===== src/rtl/kemu_pkg.sv =====
`timescale 1ns / 1ps
`default_nettype none
// ----------------------------------------------------------------------------
// Kruskal edge merge unit - shared package
// Beat types, controller states, command/status bundles and default sizes.
// ----------------------------------------------------------------------------
package kemu_pkg;

  // Default sizes
  localparam int MAX_NODES_DEF   = 128;
  localparam int WEIGHT_BITS_DEF = 16;

  // Fixed field widths
  localparam int NODE_FIELD_W   = 8;
  localparam int WEIGHT_FIELD_W = 16;
  localparam int SUM_W          = 23;

  localparam logic [SUM_W-1:0]        SUM_MAX        = '1;
  localparam logic [NODE_FIELD_W-1:0] NODE_COUNT_RST = 8'd128;

  // Input beat: one graph edge
  typedef struct packed {
    logic [NODE_FIELD_W-1:0]   node_a;
    logic [NODE_FIELD_W-1:0]   node_b;
    logic [WEIGHT_FIELD_W-1:0] weight;
    logic                      last_edge;
  } in_beat_t;

  // Output beat: one result per edge
  typedef struct packed {
    logic             selected;
    logic [SUM_W-1:0] total_weight;
    logic             complete;
    logic             failed;
  } out_beat_t;

  // Controller states
  typedef enum logic [2:0] {
    ST_INIT,
    ST_IDLE,
    ST_LOOK_A,
    ST_LOOK_B,
    ST_COMPARE,
    ST_SWEEP,
    ST_FINISH
  } kemu_state_t;

  // Controller to datapath
  typedef struct packed {
    logic capture;   // load the incoming edge
    logic look_a;    // read label of node_a
    logic look_b;    // read label of node_b, capture label of node_a
    logic compare;   // capture label of node_b, decide on merge
    logic sweep;     // one relabel step
    logic finish;    // commit totals and load result
    logic init;      // one label initialisation step
  } kemu_cmd_t;

  // Datapath to controller
  typedef struct packed {
    logic eligible;    // edge ends in range and tree still open
    logic differ;      // the two ends carry different labels
    logic sweep_done;  // relabel sweep on its final check
    logic init_done;   // label initialisation on its final entry
    logic out_free;    // result register can take a new beat
    logic last_edge;   // held edge closes the graph
  } kemu_sts_t;

endpackage
`default_nettype wire


===== src/rtl/kruskal_edge_merge_unit_core.sv =====
`timescale 1ns / 1ps
`default_nettype none
// Flow: an edge with an end out of range or after completion goes from ST_LOOK_A to ST_FINISH;
//   one whose ends share a label passes ST_LOOK_B and ST_COMPARE; a selected edge also runs the
//   relabel sweep over the label RAM (one entry per cycle). ST_FINISH waits for a free result
//   register. One edge at a time; a last edge adds a label initialisation pass with in_stall high.
// Reset (synchronous, rst_n low): node_count 128, then a label pass with in_stall high.
//   A node_count write starts the same pass over the new node count.
// ----------------------------------------------------------------------------
// Kruskal edge merge unit - top level
// Sorted edge stream in, per-edge merge result out, union by label relabelling.
// ----------------------------------------------------------------------------
module kruskal_edge_merge_unit_core #(
  parameter int MAX_NODES   = kemu_pkg::MAX_NODES_DEF,
  parameter int WEIGHT_BITS = kemu_pkg::WEIGHT_BITS_DEF
) (
  input  wire logic                              clk,
  input  wire logic                              rst_n,
  input  wire logic                              in_valid,
  output logic                                   in_stall,
  input  wire kemu_pkg::in_beat_t                in_data,
  output logic                                   out_valid,
  input  wire logic                              out_stall,
  output kemu_pkg::out_beat_t                    out_data,
  input  wire logic                              cfg_we,
  input  wire logic [kemu_pkg::NODE_FIELD_W-1:0] cfg_wdata
);

  import kemu_pkg::*;

  kemu_cmd_t cmd;
  kemu_sts_t sts;

  kemu_ctrl u_ctrl (
    .clk      (clk),
    .rst_n    (rst_n),
    .in_valid (in_valid),
    .cfg_we   (cfg_we),
    .sts      (sts),
    .in_stall (in_stall),
    .cmd      (cmd)
  );

  kemu_dp #(
    .MAX_NODES   (MAX_NODES),
    .WEIGHT_BITS (WEIGHT_BITS)
  ) u_dp (
    .clk       (clk),
    .rst_n     (rst_n),
    .in_data   (in_data),
    .cfg_we    (cfg_we),
    .cfg_wdata (cfg_wdata),
    .out_stall (out_stall),
    .cmd       (cmd),
    .sts       (sts),
    .out_valid (out_valid),
    .out_data  (out_data)
  );

endmodule
`default_nettype wire


===== src/rtl/kemu_ram.sv =====
`timescale 1ns / 1ps
`default_nettype none
// ----------------------------------------------------------------------------
// Kruskal edge merge unit - generic RAM
// One write port, one read port with registered read data.
// ----------------------------------------------------------------------------
module kemu_ram #(
  parameter int WIDTH = 8,
  parameter int DEPTH = 128
) (
  input  wire logic                     clk,
  input  wire logic                     we,
  input  wire logic [$clog2(DEPTH)-1:0] waddr,
  input  wire logic [WIDTH-1:0]         wdata,
  input  wire logic [$clog2(DEPTH)-1:0] raddr,
  output logic      [WIDTH-1:0]         rdata
);

  logic [WIDTH-1:0] mem_r [DEPTH];

  always_ff @(posedge clk) begin
    if (we) begin
      mem_r[waddr] <= wdata;
    end
    rdata <= mem_r[raddr];
  end

endmodule
`default_nettype wire


===== src/rtl/kemu_ctrl.sv =====
`timescale 1ns / 1ps
`default_nettype none
// ----------------------------------------------------------------------------
// Kruskal edge merge unit - controller
// Sequences label lookups, the relabel sweep, result commit and label init.
// ----------------------------------------------------------------------------
module kemu_ctrl (
  input  wire logic                clk,
  input  wire logic                rst_n,
  input  wire logic                in_valid,
  input  wire logic                cfg_we,
  input  wire kemu_pkg::kemu_sts_t sts,
  output logic                     in_stall,
  output kemu_pkg::kemu_cmd_t      cmd
);

  import kemu_pkg::*;

  kemu_state_t state_r, state_nxt;

  // State register
  always_ff @(posedge clk) begin
    if (!rst_n) begin
      state_r <= ST_INIT;
    end else begin
      state_r <= state_nxt;
    end
  end

  // Next state and commands
  always_comb begin
    state_nxt = state_r;
    cmd       = '0;
    in_stall  = 1'b1;
    case (state_r)
      ST_INIT: begin
        cmd.init = 1'b1;
        if (sts.init_done) begin
          state_nxt = ST_IDLE;
        end
      end
      ST_IDLE: begin
        in_stall    = 1'b0;
        cmd.capture = in_valid;
        if (in_valid) begin
          state_nxt = ST_LOOK_A;
        end
      end
      ST_LOOK_A: begin
        cmd.look_a = 1'b1;
        state_nxt  = sts.eligible ? ST_LOOK_B : ST_FINISH;
      end
      ST_LOOK_B: begin
        cmd.look_b = 1'b1;
        state_nxt  = ST_COMPARE;
      end
      ST_COMPARE: begin
        cmd.compare = 1'b1;
        state_nxt   = sts.differ ? ST_SWEEP : ST_FINISH;
      end
      ST_SWEEP: begin
        cmd.sweep = 1'b1;
        if (sts.sweep_done) begin
          state_nxt = ST_FINISH;
        end
      end
      ST_FINISH: begin
        // hold until the result register is free
        cmd.finish = sts.out_free;
        if (sts.out_free) begin
          state_nxt = sts.last_edge ? ST_INIT : ST_IDLE;
        end
      end
      default: begin
        state_nxt = ST_INIT;
      end
    endcase
    // a register write restarts the label initialisation
    if (cfg_we) begin
      state_nxt = ST_INIT;
    end
  end

endmodule
`default_nettype wire


===== src/rtl/kemu_dp.sv =====
`timescale 1ns / 1ps
`default_nettype none
// ----------------------------------------------------------------------------
// Kruskal edge merge unit - datapath
// Label memory, edge register, component count, weight total and result beat.
// ----------------------------------------------------------------------------
module kemu_dp #(
  parameter int MAX_NODES   = kemu_pkg::MAX_NODES_DEF,
  parameter int WEIGHT_BITS = kemu_pkg::WEIGHT_BITS_DEF
) (
  input  wire logic                                 clk,
  input  wire logic                                 rst_n,
  input  wire kemu_pkg::in_beat_t                   in_data,
  input  wire logic                                 cfg_we,
  input  wire logic [kemu_pkg::NODE_FIELD_W-1:0]    cfg_wdata,
  input  wire logic                                 out_stall,
  input  wire kemu_pkg::kemu_cmd_t                  cmd,
  output kemu_pkg::kemu_sts_t                       sts,
  output logic                                      out_valid,
  output kemu_pkg::out_beat_t                       out_data
);

  import kemu_pkg::*;

  localparam int NODE_W = $clog2(MAX_NODES + 1);
  localparam int ADDR_W = $clog2(MAX_NODES);
  localparam int CW     = (NODE_W > NODE_FIELD_W) ? NODE_W : NODE_FIELD_W;

  localparam logic [WEIGHT_FIELD_W-1:0] WMASK =
    (WEIGHT_BITS >= WEIGHT_FIELD_W) ? '1 :
    WEIGHT_FIELD_W'((64'd1 << WEIGHT_BITS) - 64'd1);

  localparam int N_RST_I = (int'(NODE_COUNT_RST) > MAX_NODES) ? MAX_NODES
                                                              : int'(NODE_COUNT_RST);
  localparam logic [NODE_W-1:0] N_RST    = NODE_W'(N_RST_I);
  localparam logic              DONE_RST = (N_RST_I <= 1);

  // Clamp a written node count to 1..MAX_NODES
  function automatic logic [NODE_W-1:0] clamp_nodes(input logic [NODE_FIELD_W-1:0] v);
    logic [CW-1:0] ve;
    ve = CW'(v);
    if (v == '0) begin
      return NODE_W'(1);
    end else if (ve > CW'(MAX_NODES)) begin
      return NODE_W'(MAX_NODES);
    end else begin
      return NODE_W'(ve);
    end
  endfunction

  // Registers
  in_beat_t          item_r, item_nxt;
  logic [NODE_W-1:0] p_r, p_nxt;
  logic [NODE_W-1:0] q_r, q_nxt;
  logic [NODE_W-1:0] n_r, n_nxt;
  logic [NODE_W-1:0] cnt_r, cnt_nxt;
  logic [NODE_W-1:0] comps_r, comps_nxt;
  logic [SUM_W-1:0]  sum_r, sum_nxt;
  logic              done_r, done_nxt;
  logic              sel_r, sel_nxt;
  logic              out_valid_r, out_valid_nxt;
  out_beat_t         out_data_r, out_data_nxt;

  // Label memory port
  logic              ram_we;
  logic [ADDR_W-1:0] ram_waddr;
  logic [NODE_W-1:0] ram_wdata;
  logic [ADDR_W-1:0] ram_raddr;
  logic [NODE_W-1:0] ram_rdata;

  // Helpers
  logic [CW-1:0]         a_e, b_e, n_e;
  logic [NODE_W-1:0]     cfg_n;
  logic [WEIGHT_FIELD_W-1:0] w_m;
  logic [SUM_W:0]        sum_ext;
  logic [SUM_W-1:0]      sum_sat, sum_new;
  logic [NODE_W-1:0]     comps_new;
  logic                  done_new, fail_new;

  kemu_ram #(
    .WIDTH (NODE_W),
    .DEPTH (MAX_NODES)
  ) u_labels (
    .clk   (clk),
    .we    (ram_we),
    .waddr (ram_waddr),
    .wdata (ram_wdata),
    .raddr (ram_raddr),
    .rdata (ram_rdata)
  );

  assign a_e   = CW'(item_r.node_a);
  assign b_e   = CW'(item_r.node_b);
  assign n_e   = CW'(n_r);
  assign cfg_n = clamp_nodes(cfg_wdata);

  // Status to controller
  assign sts.eligible   = !done_r && (a_e != '0) && (a_e <= n_e)
                          && (b_e != '0) && (b_e <= n_e);
  assign sts.differ     = (p_r != ram_rdata);
  assign sts.sweep_done = (cnt_r == n_r);
  assign sts.init_done  = (cnt_r == n_r - NODE_W'(1));
  assign sts.out_free   = !out_valid_r || !out_stall;
  assign sts.last_edge  = item_r.last_edge;

  // Read address: endpoint lookups, else sweep position
  always_comb begin
    if (cmd.look_a) begin
      ram_raddr = ADDR_W'(a_e - CW'(1));
    end else if (cmd.look_b) begin
      ram_raddr = ADDR_W'(b_e - CW'(1));
    end else if (cnt_r < n_r) begin
      ram_raddr = cnt_r[ADDR_W-1:0];
    end else begin
      ram_raddr = '0;
    end
  end

  // Saturating total and counts after a merge
  assign w_m       = item_r.weight & WMASK;
  assign sum_ext   = {1'b0, sum_r} + (SUM_W + 1)'(w_m);
  assign sum_sat   = sum_ext[SUM_W] ? SUM_MAX : sum_ext[SUM_W-1:0];
  assign sum_new   = sel_r ? sum_sat : sum_r;
  assign comps_new = (sel_r && (comps_r != '0)) ? comps_r - NODE_W'(1) : comps_r;
  assign done_new  = done_r || (sel_r && (comps_new <= NODE_W'(1)));
  assign fail_new  = item_r.last_edge && !done_new;

  // Next-state logic
  always_comb begin
    item_nxt      = item_r;
    p_nxt         = p_r;
    q_nxt         = q_r;
    n_nxt         = n_r;
    cnt_nxt       = cnt_r;
    comps_nxt     = comps_r;
    sum_nxt       = sum_r;
    done_nxt      = done_r;
    sel_nxt       = sel_r;
    out_valid_nxt = out_valid_r;
    out_data_nxt  = out_data_r;
    ram_we        = 1'b0;
    ram_waddr     = cnt_r[ADDR_W-1:0];
    ram_wdata     = p_r;

    if (cmd.capture) begin
      item_nxt = in_data;
      sel_nxt  = 1'b0;
    end

    if (cmd.look_b) begin
      p_nxt = ram_rdata;
    end

    if (cmd.compare) begin
      q_nxt   = ram_rdata;
      cnt_nxt = '0;
      sel_nxt = (p_r != ram_rdata);
    end

    // relabel: data read last cycle belongs to entry cnt-1
    if (cmd.sweep) begin
      cnt_nxt = cnt_r + NODE_W'(1);
      if ((cnt_r != '0) && (ram_rdata == q_r)) begin
        ram_we    = 1'b1;
        ram_waddr = ADDR_W'(cnt_r - NODE_W'(1));
        ram_wdata = p_r;
      end
    end

    // each node labelled with its own number
    if (cmd.init) begin
      ram_we    = 1'b1;
      ram_waddr = cnt_r[ADDR_W-1:0];
      ram_wdata = cnt_r + NODE_W'(1);
      cnt_nxt   = cnt_r + NODE_W'(1);
    end

    if (out_valid_r && !out_stall) begin
      out_valid_nxt = 1'b0;
    end

    // result beat and state commit
    if (cmd.finish) begin
      out_valid_nxt             = 1'b1;
      out_data_nxt.selected     = sel_r;
      out_data_nxt.total_weight = fail_new ? '0 : sum_new;
      out_data_nxt.complete     = done_new;
      out_data_nxt.failed       = fail_new;
      if (item_r.last_edge) begin
        cnt_nxt   = '0;
        comps_nxt = n_r;
        sum_nxt   = '0;
        done_nxt  = (n_r <= NODE_W'(1));
      end else begin
        comps_nxt = comps_new;
        sum_nxt   = sum_new;
        done_nxt  = done_new;
      end
    end

    if (cfg_we) begin
      n_nxt     = cfg_n;
      cnt_nxt   = '0;
      comps_nxt = cfg_n;
      sum_nxt   = '0;
      done_nxt  = (cfg_n <= NODE_W'(1));
    end
  end

  // Control registers
  always_ff @(posedge clk) begin
    if (!rst_n) begin
      n_r         <= N_RST;
      cnt_r       <= '0;
      comps_r     <= N_RST;
      sum_r       <= '0;
      done_r      <= DONE_RST;
      sel_r       <= 1'b0;
      out_valid_r <= 1'b0;
    end else begin
      n_r         <= n_nxt;
      cnt_r       <= cnt_nxt;
      comps_r     <= comps_nxt;
      sum_r       <= sum_nxt;
      done_r      <= done_nxt;
      sel_r       <= sel_nxt;
      out_valid_r <= out_valid_nxt;
    end
  end

  // Payload registers
  always_ff @(posedge clk) begin
    item_r     <= item_nxt;
    p_r        <= p_nxt;
    q_r        <= q_nxt;
    out_data_r <= out_data_nxt;
  end

  assign out_valid = out_valid_r;
  assign out_data  = out_data_r;

endmodule
`default_nettype wire


===== config.mk =====
export PLATFORM = sky130hd
export DESIGN_NAME = kruskal_edge_merge_unit_core
export DESIGN_NICKNAME = d
export VERILOG_FILES = /design/src/rtl/kemu_pkg.sv /design/src/rtl/kruskal_edge_merge_unit_core.sv /design/src/rtl/kemu_ram.sv /design/src/rtl/kemu_ctrl.sv /design/src/rtl/kemu_dp.sv
export SDC_FILE = /design/constraint.sdc
export NUM_CORES = 2
export LEC_CHECK = 0
export ABC_AREA = 1
export ABC_CLOCK_PERIOD_IN_PS = 7930
export BUFFER_PORTS_ARGS = -buffer_cell sky130_fd_sc_hd__buf_2
export CAP_MARGIN = 40
export CELL_PAD_IN_SITES_DETAIL_PLACEMENT = 1
export CELL_PAD_IN_SITES_GLOBAL_PLACEMENT = 2
export CORE_ASPECT_RATIO = 2
export CORE_UTILIZATION = 38
export DETAILED_ROUTE_END_ITERATION = 10
export HOLD_SLACK_MARGIN = 0.08
export PLACE_DENSITY_LB_ADDON = 0.08
export SYNTH_ARGS = -nofsm -noshare
export SYNTH_HDL_FRONTEND = slang
export SYNTH_SLANG_ARGS = --single-unit

===== constraint.sdc =====
create_clock -name clk -period 7.93 [get_ports clk]
set_clock_uncertainty 0.15 [all_clocks]
set_input_delay 0.3965 -clock clk [delete_from_list [all_inputs] [get_ports clk]]
set_output_delay 0.3965 -clock clk [all_outputs]
set_load 0.1 [all_outputs]

==> results by group <==
Timing
  • Setup TNS: 0 ns
  • Final hold viol count: 0
  • Worst-margin pin slew: 1.08 ns
  • Max-slew violation count: 0
  • RSZ-0062 raised after global routing: no
  • Part of the cycle the worst path needs: 64.5%
  • Min Tclk post-route: 5.12 ns
  • Endpoints failing setup: 0
  • Slew HR: between 20% and 30%
  • Max Freq: 195 MHz

Pwr
  • Clock power share: 42.5%
  • Net Sw Power: 2.89 mW
  • Pint: 9.85 mW
  • Gate power share: ~5%
  • Maximum vdd drop: roughly 0.21 mV
  • Sw Ratio: a little under a quarter
  • Pwr Density: 212 mW/mm^2
  • Lkg Pwr: between 20 and 25 nW
  • Flop pwr share: 52.5%

Hold path
  • Worst hold path type: input pin to flop

GRT
  • Initial antenna violation count: 4
  • GRT overflow: 0
  • Busiest grt layer: met2
  • M2 GR Usage: 50.3%
  • First-pass GRT wire length: 267 mm
  • Largest net degree at the start of global routing: 178
  • Vias in the first global route: around 40000
  • GRT Overall Usage: 25.9%
  • Global-route met1 utilization: 27.6%
  • Met3 GRT Util: between 2 and 2.5%

Yosys
  • Mapped Nets: 5233
  • Post-Syn Instances: 5135
  • Post-synth EDFFs: 1099
  • Seq/Total Area, Yosys: 64.4%
  • Synth Register Bits: approximately 1200
  • Ys flop type: edfxtp_1
  • Avg Cell Area, Syn: 10.4 um^2
  • Warnings, synthesis: 0
  • Ys async rst share: 0%
  • Post-synth cell types: 49
  • Synthesized area: about 0.053 mm^2
  • Cell taking the most area after synthesis: edfxtp_1
  • Synth top area cells: edfxtp_1 62%, nand3_1 9.8%, nand2_1 7.1%
  • Top cell type's share of synthesized area: 62.1%

Clocking
  • Num CTS Buffers: 108
  • Clock sink count: 1160
  • CTS clk-pin slew, worst paths: 0.07 ns
  • Number of cells upsized or downsized after cts: 0
  • CTS Hold Bufs: between 40 and 50
  • Clock Tree Buf Depth: 3
  • CTS H-tree depth: 3
  • CTS tree: yes
  • Clk_lat worst skew: 0.73 ns
  • Root Driver: clkbuf_16
  • Post-CTS Setup Inserts: 0

Route
  • DR vias/cell: 5.28
  • DR WL/cell: 25.6 um
  • Post-Route WL: 183 mm
  • Iter 0 DRT Violations: 1936
  • # DRC: 0
  • TritonRoute pass-1 iters: 5
  • Vias post-DR: between 30000 and 40000
  • Post-route antenna net violation count: 0

Die
  • Std-Cell Rows: 193
  • IO Pins: 74
  • Die height: ~530 um
  • CORE AREA: between 0.1 and 0.15 mm^2
  • Die X: 267 um
  • Die Area: 0.142 mm^2
  • Initial Util: 38.4%

Setup path
  • Slowest CP cell: buf_4
  • Slowest stage delay, CP: 0.80 ns
  • Cell repeated most along the worst path: nand3_1
  • Delay-heaviest family, CP: simple AND/OR/NAND/NOR gates
  • Crit-path max FO: 153
  • Worst Path Buf+Inv: 3
  • Startpoint types: flop
  • CP endpoint kind: flop
  • Worst path required time: 8.39 ns
  • Crit path kind: flop to flop
  • CP arrival: 5.57 ns
  • Critical path cell sequence: inv_1, ha_1, a21o_1, nor2_1, nand3_1, nand2_4, buf_12, buf_4, nand3b_1, nand3_1, nand3_1, nand3_1, nand3_1, nand3_1, nand2_1, nand2_1, nand2_1

Place
  • Gpl congestion: 0.853
  • IO Port Bufs: 73
  • Post-DP HPWL: 115 mm
  • Placed cell area: 0.0560 mm^2

Layout
  • Layout area overhead: 12.9%
  • Design Area, Final: 0.0600 mm^2
  • Layout cells sized above 1: 7.48%
  • Final net count: 5287

Flow run
  • Total of max-cap violations: 0

Status
  • Status: complete, no violations
-- area by class of cell --
cell class                      count  area [um^2]
Timing Repair Buffer              235         2010
Inverter                          740         2790
Fill cell                       15200        78600
Tap cell                         1852         2320
Clock inverter                     69          702
Sequential cell                  1160        34200
Multi-Input combinational cell   2944        15100
Antenna cell                        1         2.50
Clock buffer                      134         2870
-- worst min-delay path, cell delays in order --
cell and delay [ns]:
buf_2 0.09, maj3_1 0.24, nand3_1 0.16, o21ai_0 0.10
-- power by group through the flow --
stage | sequential, mW | combinational [mW] | clock [mW]
after floorplan | 6.81 | 0.366 | 0
after global placement | 6.82 | 0.622 | 0
after detailed placement | 6.82 | 0.629 | 0
after CTS | 6.68 | 0.651 | 5.53
after global routing | 6.68 | 0.694 | 5.71
final | 6.68 | 0.636 | 5.42
-- registers in the layout (all words and copies together) (netlist names) --
signal	cells
u_dp.u_labels.mem_r	1024
u_dp.out_data	26
u_dp.sum_r	23
u_dp.w_m	16
u_dp.a_e	8
u_dp.b_e	8
u_dp.cnt_r	8
u_dp.comps_r	8
u_dp.n_e	8
u_dp.p_r	8
u_dp.q_r	8
u_dp.u_labels.rdata	8
u_ctrl.state_r	3
u_dp.done_r	1
u_dp.out_valid	1
u_dp.sel_r	1
u_dp.sts	1
-- through the flow --
stage                     hold slack, ns  utilization (%)  power (mW)  setup slack, ns  instances
after global placement             0.324             40.0        7.44             2.68       6829
after floorplan                    0.256                -        7.17            0.341       5135
final                              0.158             43.3        12.7             2.81       7135
after global routing               0.150             43.3        13.1             2.49       7135
after detailed placement           0.333             40.4        7.45             2.70       6882
after CTS                          0.140             43.3        12.9             2.69       7134
-- cell usage after synthesis, types with 2 or more instances --
library cell	count
edfxtp_1	1099
nand3_1	1041
nand2_1	1000
inv_1	720
nand3b_1	320
nor2_1	215
buf_2	126
clkbuf_1	122
a21oi_1	74
dfxtp_1	61
ha_1	51
buf_1	43
o211ai_1	40
xor2_1	40
o21ai_0	39
inv_2	17
xnor2_1	17
nand4_1	15
nor3_1	15
o22ai_1	11
or2_2	7
a31oi_1	6
nor4_1	6
a21o_1	4
nand3_2	4
a22oi_1	3
clkinv_1	3
nand2_2	3
nor2_2	3
o21a_1	3
o21ai_1	3
o21bai_1	3
a21boi_0	2
nor3b_1	2
nor4b_1	2
or3_1	2
-- cells in the final DEF (no fill, tap or decap), types with 3 or more instances in the layout --
cell type         n
xnor2_1          17
bufinv_16        14
buf_16            4
ha_1             51
nand3_1        1039
a31oi_1           6
a22oi_1           3
a21o_1            4
inv_2            15
dlygate4sd3_1    49
nand2_1         998
nor3_1           15
o211ai_1         40
nand3b_1        320
nand3_2           6
nand4_1          15
clkbuf_16       111
o21ai_0          32
nor2_1          213
inv_1           717
clkbuf_1         22
edfxtp_1       1099
o21ai_4           7
o21ai_1           3
a21oi_1          73
or2_2             7
o21a_1            3
nor2_2            4
dfxtp_1          61
clkinvlp_4        5
buf_4            90
xor2_1           40
buf_2            73
clkinv_1         34
nor4_1            6
clkinv_2         17
o22ai_1          11
buf_12           18
-- cells by family after synthesis --
logic type	after synthesis	share of synthesized area, %
AOI/OAI and AO/OA	196	2.23
xor gates and xnor gates	57	0.939
and+or+nand+nor	2638	23.6
adders and majority gates	53	1.26
buffers and inverters	1031	7.57
DFF	1160	64.4
-- worst paths after layout --
check | start | end | slack, ns | cells past startpoint
max | u_dp.n_e[7]$_SDFFE_PN1P_ | u_dp.u_labels.rdata[2]$_DFF_P_ | 2.81 | 17
min | cfg_wdata[0] | u_dp.n_e[0]$_SDFFE_PN0P_ | 0.16 | 4
max reg2reg | u_dp.n_e[7]$_SDFFE_PN1P_ | u_dp.u_labels.rdata[2]$_DFF_P_ | 2.81 | 17
min reg2reg | u_dp.sum_r[12]$_SDFFE_PP0P_ | u_dp.sum_r[12]$_SDFFE_PP0P_ | 0.34 | 2
-- metal layers --
layer	vias to the layer above	wire (um)
li1	17500	-
met1	19200	66600
met2	694	102000
met3	303	4830
met4	0	9550
met5	-	0
Note: power is estimated with default switching activity, not from simulation.
